File: src/audstair_pkg.sv
// Shared types, codes, constants and lookup tables for the staircase sequencer.
`timescale 1ns / 1ps
`default_nettype none

package audstair_pkg;

   // Fixed field widths
   localparam int OP_W     = 2;
   localparam int DRAW_W   = 6;
   localparam int RESP_W   = 2;
   localparam int STATUS_W = 2;
   localparam int OPTION_W = 2;
   localparam int FREQ_W   = 3;
   localparam int LEVEL_W  = 4;
   localparam int TRIAL_W  = 6;
   localparam int CSR_IDX_W  = 2;
   localparam int CSR_DATA_W = 6;

   // Staircase constants
   localparam int MAX_LEVEL  = 9;
   localparam int DRAW_RANGE = 36;
   localparam int DRAW_SPAN  = 2 ** DRAW_W;
   localparam int NUM_OPTIONS = 3;

   // Stream widths (payload padded to whole bytes)
   localparam int REQ_DATA_W = 8;
   localparam int RSP_DATA_W = 24;
   localparam int RSP_USED_W = 19;

   // Register reset values
   localparam logic [TRIAL_W-1:0] MAX_TRIALS_RST = TRIAL_W'(20);
   localparam logic [LEVEL_W-1:0] STOP_LEVEL_RST = LEVEL_W'(0);
   localparam logic [FREQ_W-1:0]  FREQ_COUNT_RST = FREQ_W'(6);
   localparam logic               TWO_EARS_RST   = 1'b1;

   // Operation codes carried in req_tuser
   typedef enum logic [OP_W-1:0] {
      OP_START  = 2'd0,
      OP_ASK    = 2'd1,
      OP_ANSWER = 2'd2
   } op_type;

   // Result status codes carried in rsp_tuser
   typedef enum logic [STATUS_W-1:0] {
      STATUS_ACCEPTED = 2'd0,
      STATUS_REJECTED = 2'd1,
      STATUS_IGNORED  = 2'd2
   } status_type;

   // Configuration register indexes
   typedef enum logic [CSR_IDX_W-1:0] {
      CSR_MAX_TRIALS = 2'd0,
      CSR_STOP_LEVEL = 2'd1,
      CSR_FREQ_COUNT = 2'd2,
      CSR_TWO_EARS   = 2'd3
   } csr_index_type;

   // Result fields, packed lowest field in the lowest bits
   typedef struct packed {
      logic                test_done;
      logic                freq_done;
      logic [TRIAL_W-1:0]  trial_count;
      logic                ear;
      logic [LEVEL_W-1:0]  level;
      logic [FREQ_W-1:0]   freq_index;
      logic                correct;
      logic [OPTION_W-1:0] play_option;
   } rsp_fields_type;

   typedef logic [DRAW_W-1:0]   draw_table_type   [DRAW_SPAN];
   typedef logic [OPTION_W-1:0] option_table_type [DRAW_SPAN];

   // Raw draw reduced into the draw range
   function automatic draw_table_type build_reduce_table();
      draw_table_type t;
      for (int i = 0; i < DRAW_SPAN; i++) begin
         t[i] = DRAW_W'(i % DRAW_RANGE);
      end
      return t;
   endfunction

   // Raw draw mapped to option A, B or C (1..3)
   function automatic option_table_type build_option_table();
      option_table_type t;
      for (int i = 0; i < DRAW_SPAN; i++) begin
         t[i] = OPTION_W'((i % DRAW_RANGE) % NUM_OPTIONS + 1);
      end
      return t;
   endfunction

   localparam draw_table_type   DRAW_REDUCE_TABLE = build_reduce_table();
   localparam option_table_type DRAW_OPTION_TABLE = build_option_table();

endpackage

`default_nettype wire

File: src/audiometry_staircase_sequencer_top.sv
// Top level of the three-choice staircase hearing-test sequencer.
`timescale 1ns / 1ps
`default_nettype none

// One result transaction per request transaction, one request per clock sustained
// while rsp is not back-pressured. A request is captured in an input register,
// evaluated against the test state, and its result lands in the output register,
// which drives rsp. The state update is a combinational loop through the state
// registers (level step, trial counter, frequency/ear advance), which is what
// sets the rate. Back-pressure on rsp holds the input register and then
// req_tready. Op codes: 0 start, 1 ask, 2 answer; op 3 is ignored. CSR writes
// belong in idle time only.
module audiometry_staircase_sequencer_top (
   input  wire logic                                clock,
   input  wire logic                                reset,
   // request stream
   input  wire logic                                req_tvalid,
   output      logic                                req_tready,
   input  wire logic [audstair_pkg::REQ_DATA_W-1:0] req_tdata,  // rand_draw[5:0], response[7:6]
   input  wire logic [audstair_pkg::OP_W-1:0]       req_tuser,  // op[1:0]
   // result stream
   output      logic                                rsp_tvalid,
   input  wire logic                                rsp_tready,
   // play_option[1:0], correct[2], freq_index[5:3], level[9:6], ear[10],
   // trial_count[16:11], freq_done[17], test_done[18], zero[23:19]
   output      logic [audstair_pkg::RSP_DATA_W-1:0] rsp_tdata,
   output      logic [audstair_pkg::STATUS_W-1:0]   rsp_tuser,  // status[1:0]
   // configuration writes
   input  wire logic                                csr_wr_en,
   input  wire logic [audstair_pkg::CSR_IDX_W-1:0]  csr_index,
   input  wire logic [audstair_pkg::CSR_DATA_W-1:0] csr_wdata
);

   // Input register
   logic                              in_valid_ff;
   logic [audstair_pkg::OP_W-1:0]     in_op_ff;
   logic [audstair_pkg::DRAW_W-1:0]   in_draw_ff;
   logic [audstair_pkg::RESP_W-1:0]   in_resp_ff;

   // Output register
   logic                              out_valid_ff;
   audstair_pkg::rsp_fields_type      out_fields_ff, out_fields_in;
   audstair_pkg::status_type          out_status_ff, out_status_in;

   // Configuration registers
   logic [audstair_pkg::TRIAL_W-1:0]  max_trials_ff;
   logic [audstair_pkg::LEVEL_W-1:0]  stop_level_ff;
   logic [audstair_pkg::FREQ_W-1:0]   freq_count_ff;
   logic                              two_ears_ff;

   // Test state
   logic                              active_ff, active_in;
   logic [audstair_pkg::LEVEL_W-1:0]  level_ff, level_in;
   logic [audstair_pkg::TRIAL_W-1:0]  trials_ff, trials_in;
   logic [audstair_pkg::FREQ_W-1:0]   freq_pos_ff, freq_pos_in;
   logic                              right_ear_ff, right_ear_in;
   logic [audstair_pkg::OPTION_W-1:0] asked_ff, asked_in;
   logic [audstair_pkg::DRAW_W-1:0]   last_draw_ff, last_draw_in;

   // Evaluation helpers
   logic                              advance;
   logic [audstair_pkg::DRAW_W-1:0]   draw_reduced;
   logic [audstair_pkg::OPTION_W-1:0] draw_option;
   logic [audstair_pkg::LEVEL_W-1:0]  level_step;
   logic                              is_correct;
   logic                              ear_last_freq;

   // Flow control: the evaluate stage moves when the output register is free
   assign advance    = in_valid_ff && (!out_valid_ff || rsp_tready);
   assign req_tready = !in_valid_ff || advance;

   // Input register
   always_ff @(posedge clock) begin
      if (reset) begin
         in_valid_ff <= 1'b0;
      end else if (req_tready) begin
         in_valid_ff <= req_tvalid;
      end
      if (req_tready && req_tvalid) begin
         in_op_ff   <= req_tuser;
         in_draw_ff <= req_tdata[audstair_pkg::DRAW_W-1:0];
         in_resp_ff <= req_tdata[audstair_pkg::DRAW_W +: audstair_pkg::RESP_W];
      end
   end

   // Configuration writes
   always_ff @(posedge clock) begin
      if (reset) begin
         max_trials_ff <= audstair_pkg::MAX_TRIALS_RST;
         stop_level_ff <= audstair_pkg::STOP_LEVEL_RST;
         freq_count_ff <= audstair_pkg::FREQ_COUNT_RST;
         two_ears_ff   <= audstair_pkg::TWO_EARS_RST;
      end else if (csr_wr_en) begin
         case (csr_index)
            audstair_pkg::CSR_MAX_TRIALS: begin
               max_trials_ff <= csr_wdata[audstair_pkg::TRIAL_W-1:0];
            end
            audstair_pkg::CSR_STOP_LEVEL: begin
               stop_level_ff <= csr_wdata[audstair_pkg::LEVEL_W-1:0];
            end
            audstair_pkg::CSR_FREQ_COUNT: begin
               freq_count_ff <= csr_wdata[audstair_pkg::FREQ_W-1:0];
            end
            audstair_pkg::CSR_TWO_EARS: begin
               two_ears_ff <= csr_wdata[0];
            end
            default: begin
            end
         endcase
      end
   end

   // Draw lookup: reduce into range, pick option
   assign draw_reduced = audstair_pkg::DRAW_REDUCE_TABLE[in_draw_ff];
   assign draw_option  = audstair_pkg::DRAW_OPTION_TABLE[in_draw_ff];

   // Answer evaluation: saturating level step and frequency end checks
   assign is_correct = (in_resp_ff == asked_ff);
   always_comb begin
      level_step = level_ff;
      if (is_correct) begin
         if (level_ff != '0) begin
            level_step = level_ff - audstair_pkg::LEVEL_W'(1);
         end
      end else if (level_ff < audstair_pkg::LEVEL_W'(audstair_pkg::MAX_LEVEL)) begin
         level_step = level_ff + audstair_pkg::LEVEL_W'(1);
      end
   end
   assign ear_last_freq = ({1'b0, freq_pos_ff} + 4'd1) >= {1'b0, freq_count_ff};

   // Next state and result
   always_comb begin
      active_in     = active_ff;
      level_in      = level_ff;
      trials_in     = trials_ff;
      freq_pos_in   = freq_pos_ff;
      right_ear_in  = right_ear_ff;
      asked_in      = asked_ff;
      last_draw_in  = last_draw_ff;
      out_status_in = audstair_pkg::STATUS_ACCEPTED;
      out_fields_in = '0;

      case (in_op_ff)
         audstair_pkg::OP_START: begin
            active_in    = 1'b1;
            freq_pos_in  = '0;
            right_ear_in = 1'b0;
            level_in     = audstair_pkg::LEVEL_W'(audstair_pkg::MAX_LEVEL);
            trials_in    = '0;
            asked_in     = '0;
         end
         audstair_pkg::OP_ASK: begin
            if (!active_ff) begin
               out_status_in = audstair_pkg::STATUS_IGNORED;
            end else if (draw_reduced == last_draw_ff) begin
               out_status_in = audstair_pkg::STATUS_REJECTED;
            end else begin
               last_draw_in              = draw_reduced;
               asked_in                  = draw_option;
               out_fields_in.play_option = draw_option;
               if (trials_ff != '1) begin
                  trials_in = trials_ff + audstair_pkg::TRIAL_W'(1);
               end
            end
         end
         audstair_pkg::OP_ANSWER: begin
            if (!active_ff) begin
               out_status_in = audstair_pkg::STATUS_IGNORED;
            end else begin
               out_fields_in.correct = is_correct;
               asked_in = '0;
               level_in = level_step;
               if (level_step <= stop_level_ff || level_step == '0 ||
                   trials_ff >= max_trials_ff) begin
                  out_fields_in.freq_done = 1'b1;
                  level_in  = audstair_pkg::LEVEL_W'(audstair_pkg::MAX_LEVEL);
                  trials_in = '0;
                  if (ear_last_freq) begin
                     freq_pos_in = '0;
                     if (two_ears_ff && !right_ear_ff) begin
                        right_ear_in = 1'b1;
                     end else begin
                        out_fields_in.test_done = 1'b1;
                        active_in    = 1'b0;
                        right_ear_in = 1'b0;
                     end
                  end else begin
                     freq_pos_in = freq_pos_ff + audstair_pkg::FREQ_W'(1);
                  end
               end
            end
         end
         default: begin
            out_status_in = audstair_pkg::STATUS_IGNORED;
         end
      endcase

      out_fields_in.freq_index  = freq_pos_in;
      out_fields_in.level       = level_in;
      out_fields_in.ear         = right_ear_in;
      out_fields_in.trial_count = trials_in;
   end

   // State and output registers
   always_ff @(posedge clock) begin
      if (reset) begin
         active_ff    <= 1'b0;
         level_ff     <= audstair_pkg::LEVEL_W'(audstair_pkg::MAX_LEVEL);
         trials_ff    <= '0;
         freq_pos_ff  <= '0;
         right_ear_ff <= 1'b0;
         asked_ff     <= '0;
         last_draw_ff <= '0;
         out_valid_ff <= 1'b0;
      end else begin
         if (advance) begin
            active_ff    <= active_in;
            level_ff     <= level_in;
            trials_ff    <= trials_in;
            freq_pos_ff  <= freq_pos_in;
            right_ear_ff <= right_ear_in;
            asked_ff     <= asked_in;
            last_draw_ff <= last_draw_in;
            out_valid_ff <= 1'b1;
         end else if (rsp_tready) begin
            out_valid_ff <= 1'b0;
         end
      end
      if (advance) begin
         out_fields_ff <= out_fields_in;
         out_status_ff <= out_status_in;
      end
   end

   assign rsp_tvalid = out_valid_ff;
   assign rsp_tdata  = {{(audstair_pkg::RSP_DATA_W - audstair_pkg::RSP_USED_W){1'b0}},
                        out_fields_ff};
   assign rsp_tuser  = out_status_ff;

endmodule

`default_nettype wire

File: config.mk
export PLATFORM = sky130hd
export DESIGN_NAME = audiometry_staircase_sequencer_top
export DESIGN_NICKNAME = d
export VERILOG_FILES = /design/src/audstair_pkg.sv /design/src/audiometry_staircase_sequencer_top.sv
export SDC_FILE = /design/constraint.sdc
export NUM_CORES = 1
export LEC_CHECK = 0
export ABC_CLOCK_PERIOD_IN_PS = 9900
export BUFFER_PORTS_ARGS = -buffer_cell sky130_fd_sc_hd__buf_2
export CORE_MARGIN = 4
export CORE_UTILIZATION = 55
export CTS_CLUSTER_DIAMETER = 30
export DETAILED_ROUTE_END_ITERATION = 8
export GPL_ROUTABILITY_DRIVEN = 0
export PLACE_DENSITY = 0.83
export SYNTH_ARGS = -nofsm -noshare
export SYNTH_HDL_FRONTEND = slang
export SYNTH_SLANG_ARGS = --single-unit
File: constraint.sdc
create_clock -name clock -period 9.9 [get_ports clock]
set_input_delay 0.99 -clock clock [delete_from_list [all_inputs] [get_ports clock]]
set_output_delay 0.99 -clock clock [all_outputs]
set_load 0.01 [all_outputs]
# After elaboration in Yosys (flattened, before gate mapping)

Memory sizes are Yosys's and may differ from the RTL's.
Index checks and enable logic that the tools add are counted.

Flip-flop bits (word level): 70
Memory bits (read-only): 512
Output and inout bits: 28
Word-level logic and storage cells: 120
Memories kept: 2

Add/subtract/negate cells: 5
Magnitude comparators: 5
Equal/unequal tests: 11
Muxes and demuxes: 41
Bitwise logic cells: 4
Reductions and logical operators: 27

Memories:

| memory           | words | bits a word | rd ports | clocked after memory_dff | write ports | RTL line                                  | RTL |
|---|---|---|---|---|---|---|---|
| (name not given) | 64    | 6           | 1        | 0                        | 0           | audiometry_staircase_sequencer_top.sv:114 | `assign draw_reduced = audstair_pkg::DRAW_REDUCE_TABLE[in_draw_ff];` |
| (name not given) | 64    | 2           | 1        | 0                        | 0           | audiometry_staircase_sequencer_top.sv:115 | `assign draw_option = audstair_pkg::DRAW_OPTION_TABLE[in_draw_ff];` |

Operator list:

| operator            | count |
|---|---|
| $mux 6              | 7 |
| $mux 4              | 5 |
| $pmux 6 s3          | 1 |
| $mux 2              | 7 |
| $mux 1              | 12 |
| $pmux 2 s3          | 2 |
| $reduce_and 2->1    | 6 |
| $mux 3              | 3 |
| $pmux 4 s2          | 1 |
| $reduce_and 4->1    | 2 |
| $ge 7x7->1 const B  | 1 |
| $not 6->7           | 1 |
| $add 6x1->6 const B | 1 |
| $eq 2x2->1 const B  | 3 |
| $eq 6x6->1          | 1 |
| $ge 6x6->1          | 1 |
| $ne 2x2->1 const B  | 3 |
| $ne 6x6->1 const B  | 1 |
| $pmux 3 s2          | 1 |
| $reduce_and 5->1    | 1 |
| $add 3x1->4 const B | 1 |
| $add 4x1->4 const B | 1 |
| $eq 2x1->1 const B  | 2 |
| $ge 4x3->1          | 1 |
| 16 further kinds    | 28 |

# Depth between registers and ports, before layout

Depth after elaboration: 9
Depth in mapped cells: 18

# Least setup slack after synthesis

No wires, ideal clock.

Path type: flip-flop to flip-flop
From: reg level_ff[1] (netlist name)
To: reg out_fields_ff (netlist bit rsp_tdata[3]) (data pin)
Library setup time: 0.261 ns
Arrival: 3.107 ns
Slack: 6.532 ns
Stages on the path, launching flop included: 19
Path buffers: 3
Period minus slack after synthesis: 3.368 ns
Cells stage by stage: dfxtp_1 clkbuf_1 inv_1 ha_1 nor2b_1 buf_2 nand2_1 a221o_1 nand2_1 inv_1 ha_1 nor2b_1 o211ai_1 a21oi_1 a21oi_1 a31oi_1 buf_2 nor2_1 o2bb2ai_1

Longest elaborated chain between the ends: 9
Elaborated cells between the ends (all ways): 14

Ends and longest elaborated chain:

| element                                       | RTL line                                                                             | RTL |
|---|---|---|
| start, declared                               | audiometry_staircase_sequencer_top.sv:53                                             | `logic [audstair_pkg::LEVEL_W-1:0] level_ff, level_in;` |
| start signal, assigned                        | audiometry_staircase_sequencer_top.sv:208                                            | `level_ff <= audstair_pkg::LEVEL_W'(audstair_pkg::MAX_LEVEL);` |
| start signal, assigned                        | audiometry_staircase_sequencer_top.sv:218                                            | `level_ff <= level_in;` |
| $add 4x1->4, or another cell as far along     | audiometry_staircase_sequencer_top.sv:126                                            | `level_step = level_ff + audstair_pkg::LEVEL_W'(1);` |
| $mux 4, on equally long branches              | audiometry_staircase_sequencer_top.sv:125, audiometry_staircase_sequencer_top.sv:122 |  |
| $mux 4 (*)                                    | audiometry_staircase_sequencer_top.sv:121                                            | `if (is_correct) begin` |
| $le 4x4->1 or $logic_not 4->1 (tied branches) | audiometry_staircase_sequencer_top.sv:173                                            | `if (level_step <= stop_level_ff \|\| level_step == '0 \|\|` |
| $logic_or 1x1->1 (*) (2 in a row)             | audiometry_staircase_sequencer_top.sv:173                                            |  |
| $mux 3 (*)                                    | audiometry_staircase_sequencer_top.sv:173                                            |  |
| $mux 3 (*)                                    | audiometry_staircase_sequencer_top.sv:167                                            | `if (!active_ff) begin` |
| $pmux 3 s2 (*)                                | audiometry_staircase_sequencer_top.sv:143                                            | `case (in_op_ff)` |
| named net freq_pos_in, one bit                | audiometry_staircase_sequencer_top.sv:55                                             | `logic [audstair_pkg::FREQ_W-1:0] freq_pos_ff, freq_pos_in;` |
| end signal, assigned                          | audiometry_staircase_sequencer_top.sv:230                                            | `out_fields_ff <= out_fields_in;` |
| end, declared                                 | audiometry_staircase_sequencer_top.sv:42                                             | `audstair_pkg::rsp_fields_type out_fields_ff, out_fields_in;` |

Mark *: on every way through the listed nets, which the timed path passes. The rest lies on a longest branch.
A chain may end at the register's enable or synchronous reset.

==> impl_results.md <==
- Status: finished, final reports clean
- Critical path type: flop to flop
- Multiplexer share of the synthesized area: 4.47%
- H-tree Lvls: 3
- Total CTS buffers: 9
- Hold depth: 2
- IO Count: 51
- Width of the die: 94.5 um
- R2r worst-path depth: 15
- Half-perimeter wire length after placement: 6400 um
- RSZ-0062 raised after global routing: no
- Setup TNS: 0 ps
- Arr. time, crit path: 4570 ps
- Synth Flop Type: dfxtp_1
- CTS tree: yes
- Largest family of logic cells by synthesized area: simple AND/OR/NAND/NOR gates
- Worst Setup End Kind: flop
- Maximum vdd ir drop: 0.0000876 V
- Clock Skew: 9.89 ps
- Die Footprint: 8930 um2
- Max-Cap Viols: 0
- Commonest cells in the netlist: nor2_1, dfxtp_1, a21oi_1, nand2_1, edfxtp_1
- Sinks on Clock Net: 70
- Worst reg2reg setup slack: 5500 ps
- Number of flops mapped to enable cells by yosys: 31
- Post-Synth Simple-Gate Area: 19.1%
- Vias in the first global route: 3282
- Nets@finish: 531
- Synth-to-layout area growth: 8.75%
- Period utilisation layout: 44.5%
- Via count: 3519
- Sequential area share after synthesis: 41.6%
- Pin count of the biggest net entering global routing: 41
- Top cells by area, synth: edfxtp_1, dfxtp_1, ha_1
- Register bit total from synthesis: 70
- Share of layout cells above drive strength 1: 14.1%
- Avg Inst Size Synth: 9.05 um2
- Final setup fails: 0
- Synth Area in XOR/XNOR: 2.10%
- Max_slew headroom: 20.1%
- Worst Hold Launch: freq_count_ff[0]$_SDFFE_PP0P_
- Worst setup SP type: flop
- Final antenna-violating net count: 0
- FMAX: 227 MHz
- Leak Pwr: 1.78 nW
- First drt pass iteration count: 7
- Post-Synth Adder-Cell Area: 7.23%
- Vias per cell: 5.97
- Pwr Density: 129 nW/um2
- Worst hold-check path type: flop to flop
- Final Hold Violating Endpoints: 0
- Core box area: 7250 um2
- PortBufs: 45
- CTS Buffer Depth: 2
- Yosys top cell area share: 22.6%
- Rows: 31
- Critical path required time: 10070 ps
- Detailed-route wire length per cell: 15.2 um
- Clock Pin Slew Worst Setup and Hold Paths: 70 ps
- DRC Markers: 0
- FFs w/ async S/R, synth: 0%
- Final max-slew violation count: 0
- Fin crit period: 4400 ps
- Die height: 94.5 um
- First-pass GRT wire length: 15000 um
- Overflow after GRT: 0
- Postcts setup bufs: 0
- Initial core utilization: 56.8%
- Cts hold-fix bufs: 0
- Synth Area in Compound Gates: 18.6%
- Worst slew pin tran: 1200 ps
- Clock Tree Root: clkbuf_8
- Worst R2R Start: level_ff[0]$_SDFFE_PP1P_
- Ant diodes: 0
- Worst-Skew Late Latency: 360 ps
- Library cells used by synthesis: 60
- Initial antenna violation count: 0
- Global-route usage over all layers: 21.5%
- Resize count post-CTS: 0
- CP startpoint: level_ff[0]$_SDFFE_PP1P_
- Total power: 0.000576 W
- Routed wire length: 8950 um
- CP Max Fanout: 17
- Starting DRT DRC Count: 229
- Synthesis warning total: 0
- Area leader, netlist: edfxtp_1
- Syn Inst Count: 455
- Top-count cell post-synth: nor2_1
- Cell area after synthesis: 4120 um2
## final cells by class
type	count	area (um2)
multi-input combinational	329	2140
clock buffer	14	153
tap	99	124
inverter	30	113
fill	614	2780
sequential	70	1710
timing repair buffer	45	225
clock inverter	2	10.0
## metal layers
| metal | vias to the layer above | global-route usage (%) | wire (um) |
|---|---|---|---|
| li1 | 1713 | - | - |
| met1 | 1629 | 26.0 | 3710 |
| met2 | 151 | 36.9 | 4360 |
| met3 | 26 | 3.82 | 585 |
| met4 | 0 | 10.2 | 283 |
| met5 | - | 0 | 0 |
## path summary, 6_finish.rpt
path | to
setup reg to reg | rsp_tdata[14]$_DFFE_PP_
setup / recovery | rsp_tdata[14]$_DFFE_PP_
hold reg to reg | freq_count_ff[0]$_SDFFE_PP0P_
hold / removal | freq_count_ff[0]$_SDFFE_PP0P_
## per-stage QoR
stage                     cells  hold slack (ps)  utilization (%)  area (um2)  setup slack [ps]
final                       589              510             61.7        4480              5500
after global routing        589              541             61.7        4480              5110
after CTS                   589              516             61.7        4480              5590
after detailed placement    573              499             59.5        4310              5630
after global placement      573              479             59.5        4310              5840
after floorplan             459              450                -        4130              6530
## sequential cells by signal (all words and copies together), names as in the netlist
name,flops
two_ears_ff,1
right_ear_ff,1
level_ff,4
freq_pos_ff,3
max_trials_ff,6
in_valid_ff,1
in_op_ff,2
asked_ff,2
freq_count_ff,3
active_ff,1
trials_ff,6
in_draw_ff,6
in_resp_ff,2
rsp_tuser,2
stop_level_ff,4
rsp_tdata,19
rsp_tvalid,1
last_draw_ff,6
## cells in the final DEF, fill, tap and decap left out, types with 9 or more instances in the layout
cell type  Yosys  routed
ha_1          23      23
o21ai_0       14      14
clkbuf_8       0      10
a21oi_1       34      34
mux2i_1       15      15
inv_1         29      29
nand2_1       32      32
edfxtp_1      31      31
nor3_1         9       9
nand2b_1      12      12
nor2b_1        9       9
nor2_1        50      50
a31oi_1       11      11
nand3_1        9       9
buf_2          9      45
dfxtp_1       39      39
## logic make-up (layout without fill, tap and decap cells)
kind of cell	Yosys count	in the layout
xor gates and xnor gates	9	9
AOI/OAI and AO/OA	114	114
adders and majority gates	24	24
other	1	5
buffers and inverters	60	91
muxes	18	18
DFF	70	70
and+or+nand+nor	159	159
## power by group
group	leakage, nW	total [W]	internal (W)	switching [W]
clock network	0.0844	0.000201	0.0000974	0.000104
registers	0.609	0.000317	0.000310	0.00000769
logic	1.09	0.0000570	0.0000214	0.0000355
## critical path, cell delays in order, from the launching register on
cell and delay (ps):
dfxtp_1 420, inv_2 180, ha_1 270, nor2b_1 480
o21ai_0 160, a221o_1 310, nand2_1 100, inv_1 50
ha_1 270, nor2b_1 130, o211ai_1 90, a21oi_1 280
a21oi_1 110, a31oi_1 820, a21oi_1 280, a211oi_1 270
No activity file was read; power rests on OpenSTA's default activity.
